===== config.mk =====
export PLATFORM = sky130hd
export DESIGN_NAME = multi_channel_quadrature_counter_unit
export DESIGN_NICKNAME = d
export VERILOG_FILES = /design/src/rtl/mcqc_pkg.sv /design/src/rtl/multi_channel_quadrature_counter_unit.sv
export SDC_FILE = /design/constraint.sdc
export NUM_CORES = 1
export LEC_CHECK = 0
export BUFFER_PORTS_ARGS = -buffer_cell sky130_fd_sc_hd__buf_2
export CORE_ASPECT_RATIO = 1.1
export CORE_MARGIN = 4
export CORE_UTILIZATION = 50
export DETAILED_ROUTE_END_ITERATION = 7
export PLACE_DENSITY = 0.73
export SYNTH_ARGS = -nofsm -noshare
export SYNTH_HDL_FRONTEND = slang
export SYNTH_SLANG_ARGS = --single-unit

===== constraint.sdc =====
create_clock -name clk -period 3.8 [get_ports clk]
set_input_delay 0.76 -clock clk [delete_from_list [all_inputs] [get_ports clk]]
set_output_delay 0.76 -clock clk [all_outputs]
set_load 0.02 [all_outputs]

===== src/rtl/mcqc_pkg.sv =====
// ---------------------------------------------------------------------------
// mcqc_pkg
// widths, transition codes and the 4x decode table of the quadrature counter
// ---------------------------------------------------------------------------
package mcqc_pkg;

	localparam int FIELD_CHANNELS = 4;
	localparam int PAIR_W         = 2;
	localparam int PINS_W         = FIELD_CHANNELS * PAIR_W;
	localparam int COUNT_W        = 32;
	localparam int RESULT_W       = FIELD_CHANNELS * COUNT_W;

	// transition code is {previous pair, current pair}
	localparam logic [3:0] FWD_00_01 = 4'b0001;
	localparam logic [3:0] FWD_01_11 = 4'b0111;
	localparam logic [3:0] FWD_11_10 = 4'b1110;
	localparam logic [3:0] FWD_10_00 = 4'b1000;
	localparam logic [3:0] BWD_00_10 = 4'b0010;
	localparam logic [3:0] BWD_10_11 = 4'b1011;
	localparam logic [3:0] BWD_11_01 = 4'b1101;
	localparam logic [3:0] BWD_01_00 = 4'b0100;

	typedef enum logic [1:0] {
		DELTA_NONE,
		DELTA_UP,
		DELTA_DOWN
	} delta_t;

	function automatic delta_t quad_delta(input logic [3:0] code);
		delta_t d;
		case (code) inside
			FWD_00_01, FWD_01_11, FWD_11_10, FWD_10_00: d = DELTA_UP;
			BWD_00_10, BWD_10_11, BWD_11_01, BWD_01_00: d = DELTA_DOWN;
			default:                                    d = DELTA_NONE;
		endcase
		return d;
	endfunction

endpackage


===== src/rtl/multi_channel_quadrature_counter_unit.sv =====
// ---------------------------------------------------------------------------
// multi_channel_quadrature_counter_unit
// 4x quadrature decoder for up to four a/b encoder channels with 32-bit counts
// ---------------------------------------------------------------------------
//
//  channel | dir | tdata (lowest bit up)                  | tuser / tlast
//  --------+-----+----------------------------------------+--------------
//  s_axis  | in  | pins[7:0]                              | none
//  m_axis  | out | count_0, count_1, count_2, count_3     | none
//
// one item per clock sustained while m_axis does not stall; an item passes from
// s_axis to m_axis through the input register and then the result register
// the count update is one 32-bit increment/decrement per channel between the
// input register and the count registers, which double as the result payload
// arst_n clears counts, previous pins, the primed flag and both valid bits
// a stalled m_axis holds the result; s_axis keeps taking items as long as the
// input register can move on, so at most two items are in flight
//
module multi_channel_quadrature_counter_unit #(
	parameter int CHANNELS = 4
) (
	input  logic                           clk,
	input  logic                           arst_n,
	input  logic                           s_axis_tvalid,
	output logic                           s_axis_tready,
	input  logic [mcqc_pkg::PINS_W-1:0]    s_axis_tdata,   // pins
	output logic                           m_axis_tvalid,
	input  logic                           m_axis_tready,
	output logic [mcqc_pkg::RESULT_W-1:0]  m_axis_tdata    // count_0, count_1, count_2, count_3
);

	import mcqc_pkg::*;

	// only four pairs fit the pin sample, more channels act as four
	localparam int ACTIVE = (CHANNELS > FIELD_CHANNELS) ? FIELD_CHANNELS : CHANNELS;

	// input register
	logic              valid_s1;
	logic [PINS_W-1:0] pins_s1;

	// decoder state
	logic [PINS_W-1:0] prev_pins_q;
	logic              primed_q;
	logic              out_valid_q;

	// the input register hands its item to the result side
	logic move;

	assign move          = valid_s1 && (!out_valid_q || m_axis_tready);
	assign s_axis_tready = !valid_s1 || move;
	assign m_axis_tvalid = out_valid_q;

	always_ff @(posedge clk or negedge arst_n) begin
		if (!arst_n) begin
			valid_s1 <= 1'b0;
		end else if (s_axis_tready) begin
			valid_s1 <= s_axis_tvalid;
		end
	end

	// payload register, no reset needed
	always_ff @(posedge clk) begin
		if (s_axis_tready && s_axis_tvalid) begin
			pins_s1 <= s_axis_tdata;
		end
	end

	always_ff @(posedge clk or negedge arst_n) begin
		if (!arst_n) begin
			out_valid_q <= 1'b0;
			prev_pins_q <= '0;
			primed_q    <= 1'b0;
		end else begin
			if (move) begin
				out_valid_q <= 1'b1;
				prev_pins_q <= pins_s1;
				primed_q    <= 1'b1;
			end else if (m_axis_tready) begin
				out_valid_q <= 1'b0;
			end
		end
	end

	// per channel decode and count; counts only change when a result is
	// loaded, so they are the result payload as well
	for (genvar c = 0; c < FIELD_CHANNELS; c++) begin : g_ch
		if (c < ACTIVE) begin : g_active
			logic [COUNT_W-1:0] count_q;
			delta_t             delta;

			// first sample after reset only records the pins
			assign delta = primed_q ? quad_delta({prev_pins_q[c*PAIR_W +: PAIR_W],
			                                      pins_s1[c*PAIR_W +: PAIR_W]})
			                        : DELTA_NONE;

			always_ff @(posedge clk or negedge arst_n) begin
				if (!arst_n) begin
					count_q <= '0;
				end else if (move) begin
					case (delta)
						DELTA_UP:   count_q <= count_q + COUNT_W'(1);
						DELTA_DOWN: count_q <= count_q - COUNT_W'(1);
						default:    count_q <= count_q;
					endcase
				end
			end

			assign m_axis_tdata[c*COUNT_W +: COUNT_W] = count_q;
		end else begin : g_idle
			// channel not fitted, its field stays zero
			assign m_axis_tdata[c*COUNT_W +: COUNT_W] = '0;
		end
	end

endmodule


==> impl_metrics.json, run 1 <==
{
  "status": "finished clean",
  "crit_chain": "xnor2_2, nand3_1, ha_2, buf_4, fa_1, a21o_1, a221oi_4, o21ai_4, a31o_4, a2111oi_4, nor3_1, o21ai_2, xor2_1, o21ai_1",
  "crit_type": "reg2reg",
  "drc_errors": 0,
  "utilization_pct": 58.84,
  "clk_pin_slew_ns": 0.07,
  "syn_avg_cell_area_sq_um": 8.713,
  "rows": 58,
  "critPathCapture": "g_ch[2].g_active.count_q[30]",
  "clockRootBuffer": "clkbuf_16",
  "cp_max_fo": 7,
  "worstMarginPinSlew_ns": 0.6506,
  "cp_data_required_time_ns": 4.09,
  "die-area_sq_um": 26160,
  "wl_met2_um": 13420,
  "fin_crit_sh_pct": 94.68,
  "cp_top_family": "compound AO/OA/AOI/OAI gates",
  "detail_route.wl_per_cell_um": 15.43,
  "place_congestion": 0.9001,
  "dr_wl_met3_um": 1367,
  "worstSetupStartpoint": "pins_s1[5]",
  "drt-initial-drc-count": 482,
  "yosysUniqueCellTypes": 84,
  "numPortBuffers": 141,
  "ys_seq_area_share_pct": 31.47,
  "max_freq_ghz": 0.2779,
  "power_density_nw_per_um2": 832.9,
  "endpoint_kind": "flop",
  "clock_path_buffers": 2,
  "antenna_found_initial": 1,
  "rr_endpoint": "g_ch[2].g_active.count_q[30]",
  "setup_viol_count_final": 0,
  "worstRegToRegCells": 14,
  "fp.dieW_um": 154.6,
  "core-area_sq_um": 23080,
  "nets": 1642,
  "period_minus_slack_ns": 3.598,
  "r2r_start": "pins_s1[5]",
  "dr.pass1.iters": 5,
  "via_per_inst": 5.747,
  "cp_data_arrival_time_ns": 3.88,
  "final_common_cell": "nand2_1",
  "syn-instance-count": 1356,
  "ys_ff_latch": 147,
  "via_count": 10436,
  "overflow": 0,
  "skew_ns": 0.01694,
  "die_h_um": 169.2,
  "synthArstFlopShare_pct": 94.56,
  "relSlewSlack_pct": 56.62,
  "ctsHtreeMaxLevel": 4,
  "drive_above_1_share_pct": 16.90,
  "syn_nets": 1496,
  "cts.sink_count": 147,
  "synthToLayoutAreaGrowth_pct": 14.93,
  "cts_tree": "done",
  "layoutNonFillerInstCount": 1816,
  "p_total_w": 0.01131,
  "worst_hold_slack_ns": 0.2151,
  "dr.max_layer_used": "met4",
  "peakVddDrop_mv": 0.4253,
  "cts_inserted_buffers": 17,
  "layout_common_cells": "nand2_1 (196), buf_2 (140), dfrtp_1 (139)",
  "max_stage_delay_ns": 0.44,
  "hpwl_um": 20890,
  "track_usage_pct": 21.55,
  "drv_slew": 0,
  "ctsHoldBuffers": 0,
  "dp_cells": 1777,
  "p_leak_nw": 6.795,
  "yosys_warnings": 0,
  "ant_nets": 0,
  "synthesis.area_sq_um": 11820,
  "path_buf_inv": 1,
  "synth_edf_count": 8,
  "io_pins": 142,
  "clock_latency_ns": 0.43,
  "cp-start-kind": "flop",
  "grt_max_degree": 69,
  "slowest_stage": "edfxtp_1",
  "rrSetupSlack_ns": 0.20,
  "final-hold-violation-count": 0,
  "postRouteWirelength_um": 28030,
  "grt_pass1_vias": 10237,
  "synth-main-ff-cell": "dfrtp_1",
  "start_util_pct": 51.20,
  "cap_violations": 0,
  "critical_path_depth": 14,
  "wl_met1_um": 12710,
  "grt_pass1_wl_um": 48040,
  "min_path_type": "in2async"
}
## through the flow
step	instance area [sq um]	setup slack, ns	setup TNS [ns]
CTS	13460	0.08714	0
finish	13580	0.2021	0
global route	13580	-0.04723	-0.1775
global placement	12900	0.2514	0
detailed placement	12900	0.09827	0
floorplan	11820	0.004375	0
## synth_stat cells (9+ instances only)
| cell | instances | share of area [%] |
|---|---|---|
| nand2_1 | 196 | 6.2 |
| dfrtp_1 | 139 | 29 |
| o21ai_0 | 136 | 5.8 |
| ha_1 | 124 | 13 |
| a21oi_1 | 107 | 4.5 |
| nor2_1 | 65 | 2.1 |
| a21o_1 | 62 | 3.9 |
| xnor2_1 | 59 | 4.4 |
| xor2_1 | 52 | 3.9 |
| nand3_1 | 32 | 1.4 |
| clkbuf_1 | 29 | 0.92 |
| and3_1 | 25 | 1.3 |
| inv_1 | 23 | 0.73 |
| nor3_1 | 19 | 0.80 |
| nand2b_1 | 17 | 0.90 |
| o21a_1 | 16 | 1.0 |
| o21bai_1 | 16 | 1.0 |
| nand4_1 | 14 | 0.74 |
| o31ai_1 | 14 | 0.89 |
| a31oi_1 | 13 | 0.69 |
| mux2_2 | 11 | 1.0 |
| a211oi_1 | 10 | 0.64 |
| and2_1 | 10 | 0.53 |
| o211ai_1 | 10 | 0.64 |
| o21ai_1 | 10 | 0.42 |
| nor2b_1 | 9 | 0.48 |
## registers in the layout (all words and copies together) (netlist names)
signal                 flops
m_axis_tvalid              1
prev_pins_q                8
pins_s1                    8
valid_s1                   1
primed_q                   1
g_ch.g_active.count_q    128
## report_power, final
group / switching (W) / total (W) / internal, W
registers: 0.000576 / 0.00277 / 0.00219
clock network: 0.000708 / 0.00162 / 0.000916
logic: 0.00417 / 0.00692 / 0.00275
total: 0.00545 / 0.0113 / 0.00586
## cell type report
cell class                      instances  area [sq um]
Sequential cell                       147          3719
Tap cell                              300         375.4
Antenna cell                            1         2.502
Fill cell                            2037          9498
Inverter                               23         86.33
Clock inverter                          9         70.07
Clock buffer                           23         489.2
Multi-Input combinational cell       1140          7869
Timing Repair Buffer                  173         968.4
## how the worst min path moves through the flow
stage	start	to	slack (ns)
2_1_floorplan	arst_n	g_ch[0].g_active.count_q[0]	0.46
3_3_place_gp	g_ch[0].g_active.count_q[31]	g_ch[0].g_active.count_q[31]	0.46
3_5_place_dp	g_ch[0].g_active.count_q[31]	g_ch[0].g_active.count_q[31]	0.46
4_1_cts	arst_n	g_ch[3].g_active.count_q[17]	0.23
5_1_grt	arst_n	g_ch[3].g_active.count_q[16]	0.24
6_report	arst_n	g_ch[3].g_active.count_q[17]	0.22
## cells by family after synthesis
| family | count (synthesis) | share of synthesized area, % |
|---|---|---|
| buf+inv | 69 | 2.510 |
| mux | 18 | 1.641 |
| fa+ha+maj | 128 | 13.81 |
| flops | 147 | 31.47 |
| xor+xnor | 111 | 8.228 |
| compound gates | 458 | 25.38 |
| simple gates | 425 | 16.95 |
## timing repair
action / 4_1_cts / 5_1_grt
endpoints found under the hold margin: 0 / 0
setup endpoints to repair: 0 / 26
resized for setup: 0 / 15
setup buffers: 0 / 6
## layer usage
layer,GRT usage (%),vias up
met5,0,-
met4,7.220,0
met3,3.494,42
met2,36.34,242
met1,28.33,4882
li1,-,5270
Power figures use the tool's default switching activity.
==> run 2: changes to the inputs <==
Clock period 3.8 ns to 2.88 ns, I/O delays scaled along.
==> impl_metrics.json, run 2 (synthesized netlist as in run 1, its figures left out) <==
{
  "regMostFlops": "g_ch.g_active.count_q",
  "ctsHtreeMaxLevel": 4,
  "cp-start-kind": "flop",
  "dp_cells": 2043,
  "ctsHoldBuffers": 0,
  "nets": 1996,
  "max_freq_ghz": 0.2935,
  "power_density_nw_per_um2": 1125,
  "final_common_cell": "buf_4",
  "start_util_pct": 51.20,
  "drive_above_1_share_pct": 46.76,
  "fin_crit_sh_pct": 118.3,
  "via_per_inst": 5.954,
  "io_pins": 142,
  "layoutNonFillerInstCount": 2171,
  "detail_route.wl_per_cell_um": 19.11,
  "placed_area_sq_um": 15510,
  "die_h_um": 169.2,
  "grtUsageMet3_pct": 4.820,
  "worst_hold_slack_ns": 0.08890,
  "skew_ns": 0.01498,
  "fillers": 1347,
  "violations": "setup timing",
  "peakVddDrop_mv": 0.7287,
  "cp_max_fo": 6,
  "ant_nets": 0,
  "overflow": 0,
  "final-hold-violation-count": 0,
  "core-area_sq_um": 23080,
  "clock_latency_ns": 0.43,
  "via_count": 12927,
  "layout_common_cells": "buf_4 (313), nand2_1 (182), buf_2 (140)",
  "grt_pass1_wl_um": 61420,
  "postRouteWirelength_um": 41500,
  "crit_type": "reg2reg",
  "hpwl_um": 24480,
  "grt_max_degree": 62,
  "rrSetupSlack_ns": -0.53,
  "min_path_type": "in2async",
  "period_minus_slack_ns": 3.407,
  "worst_slack_ns": -0.5272,
  "biggestRegsByFlops": "g_ch.g_active.count_q: 128 flops, pins_s1: 8 flops, prev_pins_q: 8 flops",
  "rsz0062_at_grt": "yes",
  "grt_pass1_vias": 12783,
  "clk_pin_slew_ns": 0.07,
  "fp.dieW_um": 154.6,
  "r2r_start": "pins_s1[5]",
  "synthToLayoutAreaGrowth_pct": 57.99,
  "dr.pass1.iters": 4,
  "largest_reg_flops": 128,
  "tns_ns": -21.40,
  "final_area_sq_um": 18670,
  "endpoint_kind": "flop",
  "cts_inserted_buffers": 17,
  "p_leak_nw": 8.953,
  "numPortBuffers": 141,
  "clockRootBuffer": "clkbuf_16",
  "antenna_found_initial": 5,
  "dp_slack_ns": -0.5229,
  "cts.sink_count": 147,
  "track_usage_pct": 27.85,
  "worstRegToRegCells": 15,
  "busiest_layer": "met2",
  "rr_endpoint": "g_ch[2].g_active.count_q[22]",
  "rows": 58,
  "drv_slew": 0,
  "drt-initial-drc-count": 714,
  "clock_path_buffers": 2,
  "status": "finished with violations",
  "place_congestion": 0.8973,
  "setup_viol_count_final": 77,
  "relSlewSlack_pct": 59.23,
  "use_met1_pct": 33.17,
  "worstMarginPinSlew_ns": 0.6116,
  "cts_tree": "done",
  "cp_data_required_time_ns": 3.17,
  "cp_data_arrival_time_ns": 3.69,
  "drc_errors": 0,
  "grt_use_met2_pct": 51.16,
  "cap_violations": 0,
  "die-area_sq_um": 26160
}
run 2: cell types whose count changed in the layout (fill, tap and decap cells not counted), sizes merged:
cell	before	now
inv	26	25
diode	1	2
bufinv	0	2
buf	173	527
clkbuf	23	20
clkinv	1	6
clkinvlp	5	2
run 2: report_power, final:
group	switching (W)	leakage [nW]	internal (W)
sequential	0.000988	1.82	0.00289
combinational	0.00780	6.85	0.00705
clock	0.000968	0.281	0.00130
total	0.00975	8.95	0.0112
run 2: routing by layer:
| metal | vias to the layer above | wire (um) |
|---|---|---|
| met2 | 515 | 21560 |
| met5 | - | 42 |
| met1 | 6268 | 15790 |
| met3 | 175 | 2260 |
| li1 | 5963 | - |
| met4 | 6 | 1847 |
run 2: timing repair:
| item | 4_1_cts | 5_1_grt |
|---|---|---|
| pin swaps | 133 | 176 |
| buffers inserted | 66 | 51 |
| endpoints found under the setup margin | 82 | 97 |
| gates resized for setup | 216 | 217 |
run 2: how the worst max path moves through the flow:
stage | start | to | slack, ns | cells after the start
global route | pins_s1[5] | g_ch[2].g_active.count_q[30] | -0.63 | 14
finish | pins_s1[5] | g_ch[2].g_active.count_q[22] | -0.53 | 15
detailed placement | pins_s1[6] | g_ch[3].g_active.count_q[28] | -0.52 | 14
global placement | pins_s1[4] | g_ch[2].g_active.count_q[28] | -0.41 | 13
CTS | pins_s1[5] | g_ch[2].g_active.count_q[28] | -0.49 | 14
floorplan | pins_s1[6] | g_ch[3].g_active.count_q[28] | -0.34 | 13
run 2: metrics by stage:
stage | util [%] | total power (W)
floorplan | - | 0.01094
global placement | 67.22 | 0.01503
detailed placement | 67.22 | 0.01541
CTS | 75.85 | 0.01909
global route | 80.88 | 0.02230
finish | 80.89 | 0.02099
run 2: worst max-delay path: stages (launching register included):
cell	delay, ns
edfxtp_1	0.42
xnor2_2	0.18
nor3b_2	0.26
ha_4	0.20
buf_12	0.14
ha_4	0.22
a21o_4	0.23
a221oi_4	0.35
o21ai_4	0.12
nor3_4	0.26
o31ai_4	0.12
buf_6	0.15
a21o_1	0.16
a21oi_2	0.15
xor2_1	0.22
o21ai_1	0.08
run 2: cell type report:
class | count | area (sq um) | area share, %
Sequential cell | 147 | 3719 | 19.92
Multi-Input combinational cell | 1140 | 9913 | 53.11
Antenna cell | 2 | 5.005 | 0.02681
Clock buffer | 20 | 446.7 | 2.393
Tap cell | 300 | 375.4 | 2.011
Clock inverter | 12 | 130.1 | 0.6971
Timing Repair Buffer | 527 | 3991 | 21.38
Inverter | 23 | 86.33 | 0.4625
